File: src/rtl/qe_pkg.sv
// ---------------------------------------------------------------------------
// qe_pkg: shared types and constants for the quaternion to Euler converter
// Fixed-point formats, pipeline payload structs, arctangent table and the
// binary-angle to degrees*128 conversion.
// ---------------------------------------------------------------------------
package qe_pkg;

    localparam int VEC_W       = 37;   // CORDIC x/y datapath
    localparam int ACC_W       = 34;   // CORDIC angle accumulator
    localparam int SQRT_W      = 62;   // square root remainder/root
    localparam int SQRT_STEPS  = 31;   // one root bit per stage
    localparam int NUM_LANES   = 3;
    localparam int LANE_YAW    = 0;
    localparam int LANE_ROLL   = 1;
    localparam int LANE_PITCH  = 2;

    typedef logic signed [VEC_W-1:0] vec_t;
    typedef logic signed [ACC_W-1:0] acc_t;
    typedef logic signed [32:0]      angle_t;   // binary angle, 2^32 per turn
    typedef logic signed [31:0]      q30_t;
    typedef logic [1:0]              pole_t;

    localparam pole_t POLE_NONE = 2'd0;
    localparam pole_t POLE_NEG  = 2'd1;
    localparam pole_t POLE_POS  = 2'd2;

    localparam logic signed [32:0] POLE_LIMIT = 33'sd536870375;
    localparam logic signed [33:0] ONE_Q30    = 34'sd1073741824;
    localparam acc_t               HALF_TURN  = 34'sd2147483648;
    localparam logic [SQRT_W-1:0]  ONE_Q60    = 62'd1 << 60;
    localparam logic signed [16:0] DEG_HALF   = 17'sd23040;
    localparam logic signed [16:0] DEG_TURN   = 17'sd46080;
    localparam logic signed [14:0] DEG_QUARTER = 15'sd11520;

    // payload carried alongside the square root
    typedef struct packed {
        vec_t  yaw_y;
        vec_t  yaw_x;
        vec_t  roll_y;
        vec_t  roll_x;
        q30_t  s;
        pole_t pole;
    } work_t;

    typedef struct packed {
        pole_t                pole;
        logic signed [15:0]   yaw;
        logic signed [14:0]   pitch;
        logic signed [15:0]   roll;
    } result_t;

    function automatic logic [29:0] atan_entry(input int idx);
        logic [29:0] v;
        unique case (idx)
            0:  v = 30'h20000000;
            1:  v = 30'h12E4051E;
            2:  v = 30'h09FB385B;
            3:  v = 30'h051111D4;
            4:  v = 30'h028B0D43;
            5:  v = 30'h0145D7E1;
            6:  v = 30'h00A2F61E;
            7:  v = 30'h00517C55;
            8:  v = 30'h0028BE53;
            9:  v = 30'h00145F2F;
            10: v = 30'h000A2F98;
            11: v = 30'h000517CC;
            12: v = 30'h00028BE6;
            13: v = 30'h000145F3;
            14: v = 30'h0000A2FA;
            15: v = 30'h0000517D;
            16: v = 30'h000028BE;
            17: v = 30'h0000145F;
            18: v = 30'h00000A30;
            19: v = 30'h00000518;
            20: v = 30'h0000028C;
            21: v = 30'h00000146;
            22: v = 30'h000000A3;
            23: v = 30'h00000051;
            default: v = 30'h0;
        endcase
        return v;
    endfunction

    // round(a * 45 / 2^22), half up
    function automatic logic signed [15:0] to_deg128(input angle_t a);
        logic signed [39:0] t;
        t = 40'(a) * 40'sd45 + 40'sd2097152;
        return 16'(t >>> 22);
    endfunction

endpackage

File: src/rtl/qe_finish.sv
// ---------------------------------------------------------------------------
// qe_finish: pole roll combination and conversion to degrees*128
// Two register stages: roll angle wrap, then scaling and pole overrides.
// ---------------------------------------------------------------------------
module qe_finish import qe_pkg::*; (
    input  logic    aclk,
    input  logic    aresetn,
    input  logic    en,
    input  logic    in_valid,
    input  angle_t  in_ang [NUM_LANES],
    input  pole_t   in_pole,
    output logic    out_valid,
    output result_t out_res
);

    logic [1:0]         v_reg;
    logic signed [34:0] roll_raw;
    angle_t             roll_bin;
    angle_t             yaw_reg, roll_reg, pitch_reg;
    pole_t              pole_reg;
    logic signed [16:0] roll_d;
    result_t            res_next;
    result_t            res_reg;

    always_ff @(posedge aclk) begin
        if (!aresetn) begin
            v_reg <= '0;
        end else if (en) begin
            v_reg <= {v_reg[0], in_valid};
        end
    end

    // pole: roll = (+/-yaw) - 2*atan2(x, w), taken modulo one turn
    always_comb begin
        if (in_pole == POLE_NEG) begin
            roll_raw = -35'(in_ang[LANE_YAW]) - (35'(in_ang[LANE_ROLL]) <<< 1);
        end else begin
            roll_raw = 35'(in_ang[LANE_YAW]) - (35'(in_ang[LANE_ROLL]) <<< 1);
        end
        if (in_pole != POLE_NONE) begin
            roll_bin = 33'($signed(roll_raw[31:0]));
        end else begin
            roll_bin = in_ang[LANE_ROLL];
        end
    end

    always_ff @(posedge aclk) begin
        if (en) begin
            yaw_reg   <= in_ang[LANE_YAW];
            roll_reg  <= roll_bin;
            pitch_reg <= in_ang[LANE_PITCH];
            pole_reg  <= in_pole;
        end
    end

    always_comb begin
        roll_d        = 17'(to_deg128(roll_reg));
        res_next.yaw  = to_deg128(yaw_reg);
        res_next.pole = pole_reg;
        unique case (pole_reg)
            POLE_NEG: res_next.pitch = -DEG_QUARTER;
            POLE_POS: res_next.pitch = DEG_QUARTER;
            default:  res_next.pitch = 15'(to_deg128(pitch_reg));
        endcase
        // a wrapped pole roll of -180 is reported as +180
        if (pole_reg != POLE_NONE && roll_d <= -DEG_HALF) begin
            res_next.roll = 16'(roll_d + DEG_TURN);
        end else begin
            res_next.roll = 16'(roll_d);
        end
    end

    always_ff @(posedge aclk) begin
        if (en) begin
            res_reg <= res_next;
        end
    end

    assign out_valid = v_reg[1];
    assign out_res   = res_reg;

endmodule
File: config.mk
export PLATFORM = sky130hd
export DESIGN_NAME = qe_finish
export DESIGN_NICKNAME = d
export VERILOG_FILES = /design/src/rtl/qe_pkg.sv /design/src/rtl/qe_finish.sv
export SDC_FILE = /design/constraint.sdc
export NUM_CORES = 1
export LEC_CHECK = 0
export BUFFER_PORTS_ARGS = -buffer_cell sky130_fd_sc_hd__buf_4
export CAP_MARGIN = 20
export CELL_PAD_IN_SITES_DETAIL_PLACEMENT = 1
export CELL_PAD_IN_SITES_GLOBAL_PLACEMENT = 2
export CORE_MARGIN = 4
export CORE_UTILIZATION = 25
export CTS_CLUSTER_SIZE = 14
export DETAILED_ROUTE_END_ITERATION = 10
export PLACE_DENSITY_LB_ADDON = 0.1
export SLEW_MARGIN = 40
export SYNTH_ARGS = -nofsm -noshare
export SYNTH_HDL_FRONTEND = slang
export SYNTH_SLANG_ARGS = --single-unit
File: constraint.sdc
create_clock -name aclk -period 9.1 [get_ports aclk]
set_input_delay 0.455 -clock aclk [delete_from_list [all_inputs] [get_ports aclk]]
set_output_delay 0.455 -clock aclk [all_outputs]
set_load 0.05 [all_outputs]
# Word-level counts from Yosys, hierarchy flattened
# Index checks and enable logic that the tools add are counted.
[op_classes]
n_mul = 3
magnitude_cmp = 1
mux = 4
add_sub_neg = 7
eq_ne = 3
reduce_logical = 3
[op_table]
columns = ["cell", "n"]
rows = [
  ["38-bit by 23-bit adder with 38-bit output (second input constant)", 2],
  ["33-bit by 7-bit multiplier with 38-bit output (second input constant)", 2],
  ["32-bit subtractor", 2],
  ["37-bit by 23-bit adder with 37-bit output (second input constant)", 1],
  ["33-bit by 7-bit multiplier with 37-bit output (second input constant)", 1],
  ["33-bit 2-to-1 mux", 1],
  ["32-bit 2-to-1 mux", 1],
  ["32-bit negator", 1],
  ["15-bit case mux with 2 select lines", 1],
  ["16-bit adder (second input constant)", 1],
  ["16-bit <= comparator (second input constant)", 1],
  ["16-bit 2-to-1 mux", 1],
  ["2-bit by 1-bit equality test with 1-bit output (second input constant)", 2],
  ["2-bit nonzero test", 2],
  ["2-bit equality test (second input constant)", 1],
  ["1-bit logical AND", 1],
]
[word_totals]
ff_bits = 152
in_bits = 105
output_inout_bits = 50

# Depth between registers and ports, before layout
# Gate-level depths: netlist of the first run.
[depth]
ltp_word = 5
mapped_depth = 20
mapped_depth_nobuf = 19

# Least setup slack after synthesis of the first run
# OpenSTA, ideal clock, no wires.
[synth_timing]
kind = "register to register"
start = "reg roll_reg[19]"
end = "reg res_reg (netlist bit out_res[13]) (data pin)"
path_buffers = 1
setup_ps = 260
stages_incl_launch_ff = 19
t_arrival_ps = 4909
t_required_ps = 8840
setup_slack_ps = 3931
path_cell_list = "edfxtp_1 ha_1 fa_1 fa_1 inv_1 fa_1 inv_1 ha_1 buf_2 nand2_1 o21ai_1 nor2_1 nand3_1 o211ai_1 a211o_1 or4_4 o41a_1 or3_1 mux2_2"
[synth_rtl]
columns = ["element", "line_no", "text"]
rows = [
  ["start, declared", "qe_finish.sv:19", "angle_t yaw_reg, roll_reg, pitch_reg;"],
  ["start signal, assigned", "qe_finish.sv:50", "roll_reg <= roll_bin;"],
  ["end signal, assigned", "qe_finish.sv:75", "res_reg <= res_next;"],
  ["end, declared", "qe_finish.sv:23", "result_t res_reg;"],
]

==> results.yml, run 1 <==
outcome:
  status: "completed"
global_routing:
  grt.overflow.total: 0
  grt_pass1_vias: 17170
  antenna_found_initial: 4
  grt_max_degree: 63
  grt_pass1_wl_mm: 94.65
  grt_usage_pct: 13.40
layout:
  fillers: 9683
  ff_latch_area_mm2: 0.004544
  largest_reg_flops: 49
  fin_util_pct: 29.08
  drive_gt1_share_pct: 8.959
  final_area_mm2: 0.02449
  area_growth_pct: 14.57
  multi_input_area_mm2: 0.01487
  final_cells: 3480
  fin_nets: 3107
synthesis:
  synth_top_area_share_pct: 28.16
  yosysSeqAreaShare_pct: 21.26
  yosys.area.top_type: "ha_1"
  synth.ff_latch_count: 152
  yosysMostFrequentCell: "inv_1"
  synth_cells: 2174
  ys_types: 73
  synth_common_cells: "507 x inv_1, 481 x ha_1, 190 x fa_1, 150 x edfxtp_1, 118 x a21oi_1"
  synth_flop_cell: "edfxtp_1"
  netlist_top_cells_area: "ha_1 28%, edfxtp_1 21%, fa_1 18%"
  async_flop_share_pct: 0
  syn_area_per_cell_um2: 9.831
  synth_edf_count: 150
  synth_nets: 2950
  synthesis.area_mm2: 0.02137
  ys_warn_count: 0
cts:
  cts_resized: 0
  postCtsSetupRepairBufs: 0
  cts_tree: "built"
  cts_made_buffers: 17
  htree_levels: 4
  clk_latency_ps: 500
  ctsHoldBuffers: 0
  clkSlewWorstSetupHoldPaths_ps: 80
  root_buffer: "clkbuf_16"
  cts_sinks: 152
  cts_buffer_depth: 2
worst_setup_path:
  path_cells: "ha_1 -> fa_1 -> fa_1 -> inv_1 -> fa_1 -> inv_1 -> ha_1 -> nand2_1 -> o21ai_1 -> nor3_1 -> o21ai_0 -> a21oi_1 -> o21bai_1 -> xor2_1 -> ha_1 -> and2_1 -> nor2_1 -> or3_1 -> mux2_2"
  path_buf_inv: 2
  cp-endpoint: "out_res[13]"
  critPathLaunchType: "register"
  ff2ff_path_depth: 19
  reg2reg_to: "out_res[13]"
  required_ps: 9350
  slowest_stage: "edfxtp_1"
  cp_data_arrival_time_ps: 6230
  worst-setup-path-type: "reg -> reg"
  cp_max_fo: 9
  cp_num_cells: 19
  crit_path_max_incr_delay_ps: 490
  crit_start: "roll_reg[19]"
  reg2reg_slack_ps: 3120
  reg2reg_from: "roll_reg[19]"
  crit_family: "adder cells"
  end_kind: "register"
floorplanning:
  fp-row-count: 106
  fp.dieH_um: 300.4
  core_area_mm2: 0.08422
  die_area_mm2: 0.09023
  start_util_pct: 25.38
  pin_count: 155
  dieWidth_um: 300.4
timing:
  tightest_slew_ps: 806.0
  whs_ps: 128.1
  finalSetupViolCount: 0
  fmax_mhz: 167.2
  post-route-period-util_pct: 65.73
  fin_worst_skew_ps: 19.59
  setup_tns_ps: 0
  relSlewSlack_pct: 45.57
  period_minus_slack_ps: 5981
  rsz0062_at_grt: "false"
  drv_slew: 0
  hold_viol_final: 0
pwr:
  p_int_mw: 3.959
  irDropWorstVdd_uv: 159.7
  power_leakage_nw: 12.26
  p_per_area_mw_per_mm2: 336.1
  power_frac_clock_pct: 8.8
  power_frac_comb_pct: 76.3
  seqPwrFrac_pct: 14.8
  power.switching_mw: 4.271
  sw_frac_of_total_pct: 51.90
place:
  hpwl_mm: 51.07
  place.gp.congestion: 0.7676
  placement.io_buffers: 154
  place_inst: 3446
  dpl-instance-area_mm2: 0.02391
route:
  wl_mm: 58.98
  first_iter_violations: 465
  drc: 0
  via_count: 15520
  route.met2.wl_mm: 29.24
  ant_nets: 0
  wl_met1_mm: 27.03
  wl_per_cell_um: 16.95
  first_pass_iters: 5
  wl_met3_mm: 1.932
  via_per_inst: 4.458
  top_layer_used: "met5"
worst_hold_path:
  hold_class: "in -> reg"
run:
  maxCapViolations: 0
## worst min path at each step
stage,endpoint,slack [ps],startpoint,depth (start not counted)
2_1_floorplan,out_res[48],450,pole_reg[1],0
3_3_place_gp,v_reg[0],500,v_reg[0],2
3_5_place_dp,v_reg[1],510,v_reg[1],2
4_1_cts,pitch_reg[20],70,in_ang[20],1
5_1_grt,pitch_reg[25],70,in_ang[25],1
6_report,pitch_reg[25],130,in_ang[25],1
## through the flow
step	total power, mW	worst slack [ps]
after floorplan	5.868	3931
after global placement	7.609	3130
after detailed placement	7.636	3115
after CTS	8.463	3102
after global routing	9.258	2819
final	8.230	3119
## power by group through the flow
stage / clock, mW / combinational, mW / sequential (mW)
floorplan: 0 / 4.29 / 1.58
global placement: 0 / 6.36 / 1.25
detailed placement: 0 / 6.39 / 1.25
CTS: 0.772 / 6.46 / 1.23
global route: 0.799 / 7.21 / 1.25
finish: 0.727 / 6.28 / 1.22
## metal layers
layer,vias up,GRT usage [%]
met2,149,23.57
met4,6,2.855
met5,-,0
met3,46,2.812
met1,7648,16.92
li1,7666,-
## final cells by class
type	count	area share, %
Multi-Input combinational cell	1496	60.71
Sequential cell	152	18.56
Inverter	507	7.772
Tap cell	1134	5.794
Timing Repair Buffer	157	4.844
Clock buffer	19	1.850
Clock inverter	13	0.4548
Antenna cell	2	0.02044
## placed cells by master, fill, tap and decap left out, types with 35 or more instances in the layout
cell        n
o21ai_0    72
a21oi_1   118
ha_1      481
a21o_1     35
fa_1      190
edfxtp_1  150
nand2_1    76
inv_1     507
xnor2_1    54
nor2_1    110
buf_4     155
## kinds of logic after synthesis
group / Yosys count / synth area share [%]
compound gates: 402 / 12.28
xor+xnor: 80 / 3.278
fa+ha+maj: 671 / 45.95
buf+inv: 526 / 9.250
flops: 152 / 21.26
mux: 14 / 0.6674
simple gates: 329 / 7.312
Power figures use the tool's default switching activity.
==> run 2: changes to the inputs <==
==> constraint.sdc (replaced) <==
create_clock -name aclk -period 5.1 [get_ports aclk]
set_input_delay 0.255 -clock aclk [delete_from_list [all_inputs] [get_ports aclk]]
set_output_delay 0.255 -clock aclk [all_outputs]
set_load 0.05 [all_outputs]
==> results.yml, run 2 (same netlist as run 1, synthesis figures left out) <==
outcome:
  status: "finished, violations left"
  violations: "setup timing"
worst_setup_path:
  required_ps: 5360
  slowest_stage: "or4_4"
  reg2reg_to: "out_res[13]"
  path_cells: "ha_2 -> ha_4 -> fa_1 -> inv_1 -> fa_1 -> inv_1 -> ha_1 -> and3_2 -> buf_4 -> a211o_4 -> a2111oi_4 -> and3b_2 -> or4_4 -> o41a_1 -> or3_1 -> mux2_4"
  reg2reg_slack_ps: -180
  reg2reg_from: "roll_reg[6]"
  end_kind: "register"
  cp_max_fo: 4
  cp_data_arrival_time_ps: 5540
  crit_path_max_incr_delay_ps: 520
  worst-setup-path-type: "reg -> reg"
  ff2ff_path_depth: 16
  path_buf_inv: 3
  critPathLaunchType: "register"
  crit_family: "adder cells"
pwr:
  power_frac_comb_pct: 81.7
  p_int_mw: 9.981
  power_mw: 19.07
  power.switching_mw: 9.090
  seqPwrFrac_pct: 11.2
  sw_frac_of_total_pct: 47.66
  power_frac_clock_pct: 7.1
  power_leakage_nw: 13.77
  p_per_area_mw_per_mm2: 688.3
  irDropWorstVdd_uv: 420.6
worst_hold_path:
  whs_path_depth: 3
  hold_class: "in -> reg"
  holdPathEnd: "roll_reg[0]"
  min-delay-start: "in_ang[33]"
timing:
  tightest_slew_ps: 828.2
  drv_slew: 0
  relSlewSlack_pct: 44.06
  setup_tns_ps: -342.0
  rsz0062_at_grt: "true"
  whs_ps: 92.74
  finalSetupViolCount: 5
  setup_ws_ps: -177.0
  fmax_mhz: 189.5
  fin_worst_skew_ps: 15.93
  period_minus_slack_ps: 5277
  hold_viol_final: 0
  post-route-period-util_pct: 103.5
layout:
  largest_reg_flops: 49
  fin_util_pct: 32.90
  layout_commonest_cell: "inv_1"
  ff_latch_area_mm2: 0.004544
  multi_input_area_mm2: 0.01561
  fillers: 9557
  fin_nets: 3403
  final_cell_mix: "504 x inv_1, 456 x ha_1, 375 x buf_4, 187 x fa_1, 150 x edfxtp_1"
  area_growth_pct: 29.63
  drive_gt1_share_pct: 20.49
  final_area_mm2: 0.02771
  final_cells: 3777
route:
  via_count: 16570
  via_per_inst: 4.386
  ant_nets: 0
  drc: 0
  first_pass_iters: 4
  wl_per_cell_um: 16.26
  first_iter_violations: 434
  wl_mm: 61.42
global_routing:
  grt_usage_pct: 13.79
  grt.overflow.total: 0
  grt_pass1_vias: 18340
  antenna_found_initial: 7
  grt_pass1_wl_mm: 98.04
  grt_max_degree: 81
cts:
  clk_latency_ps: 510
  clkSlewWorstSetupHoldPaths_ps: 80
  cts_buffer_depth: 2
  htree_levels: 4
  root_buffer: "clkbuf_16"
  cts_made_buffers: 17
  cts_sinks: 152
  cts_tree: "built"
run:
  maxCapViolations: 0
floorplanning:
  core_area_mm2: 0.08422
  dieWidth_um: 300.4
  fp-row-count: 106
  pin_count: 155
  fp.dieH_um: 300.4
  die_area_mm2: 0.09023
  start_util_pct: 25.38
place:
  dpl-instance-area_mm2: 0.02527
  hpwl_mm: 52.09
  place.gp.congestion: 0.7940
  pre_cts_ws_ps: -430.4
  placement.io_buffers: 154
  place_inst: 3625
==> run 2: layout make-up <==
| class | instances | area share, % |
|---|---|---|
| diodes | 3 | 0.02710 |
| clock buffers | 17 | 1.535 |
| clock inverters | 15 | 0.5735 |
| inverters | 507 | 6.869 |
| multi-input cells | 1496 | 56.33 |
| flip-flops and latches | 152 | 16.40 |
| well taps | 1134 | 5.121 |
| repair buffers | 453 | 13.15 |
==> run 2: power by group through the flow <==
stage / clock [mW] / sequential [mW] / combinational, mW
after detailed placement: 0 / 2.18 / 13.6
after global placement: 0 / 2.18 / 13.5
after global routing: 1.47 / 2.17 / 17.6
after floorplan: 0 / 2.82 / 7.69
after CTS: 1.42 / 2.16 / 14.4
final: 1.35 / 2.14 / 15.6
==> run 2: worst max-delay path by stage <==
stage | from | end | slack (ps) | depth (start not counted)
final | roll_reg[6] | out_res[13] | -180 | 16
after global routing | roll_reg[4] | out_res[13] | -340 | 17
after CTS | roll_reg[4] | out_res[13] | -210 | 17
after detailed placement | pitch_reg[11] | out_res[27] | -430 | 17
after global placement | pitch_reg[11] | out_res[27] | -370 | 17
after floorplan | roll_reg[20] | out_res[13] | 0.3 | 17
==> run 2: repair_timing <==
action | 4_1_cts | 5_1_grt
hold buffers | 68 | 0
endpoints found under the setup margin | 24 | 27
gates cloned | 0 | 0
buffers inserted | 14 | 34
endpoints found under the hold margin | 68 | 0
pin swaps | 10 | 59
gates resized for setup | 47 | 96
==> run 2: worst reg2reg max path, cell delays in order (launching register included) <==
cell,delay (ps)
edfxtp_1,460
ha_2,370
ha_4,200
fa_1,470
inv_1,50
fa_1,470
inv_1,40
ha_1,310
and3_2,230
buf_4,140
a211o_4,340
a2111oi_4,280
and3b_2,260
or4_4,520
o41a_1,340
or3_1,310
mux2_4,260
==> run 2: per-layer routing <==
metal	global-route usage, %	vias up	wire length, µm	part of all wire, %
met2	24.52	157	30840	50
met3	2.588	51	1822	3.0
met1	17.17	8092	27780	45
li1	-	8257	-	-
met4	3.492	8	924	1.5
met5	0	-	58	0.094
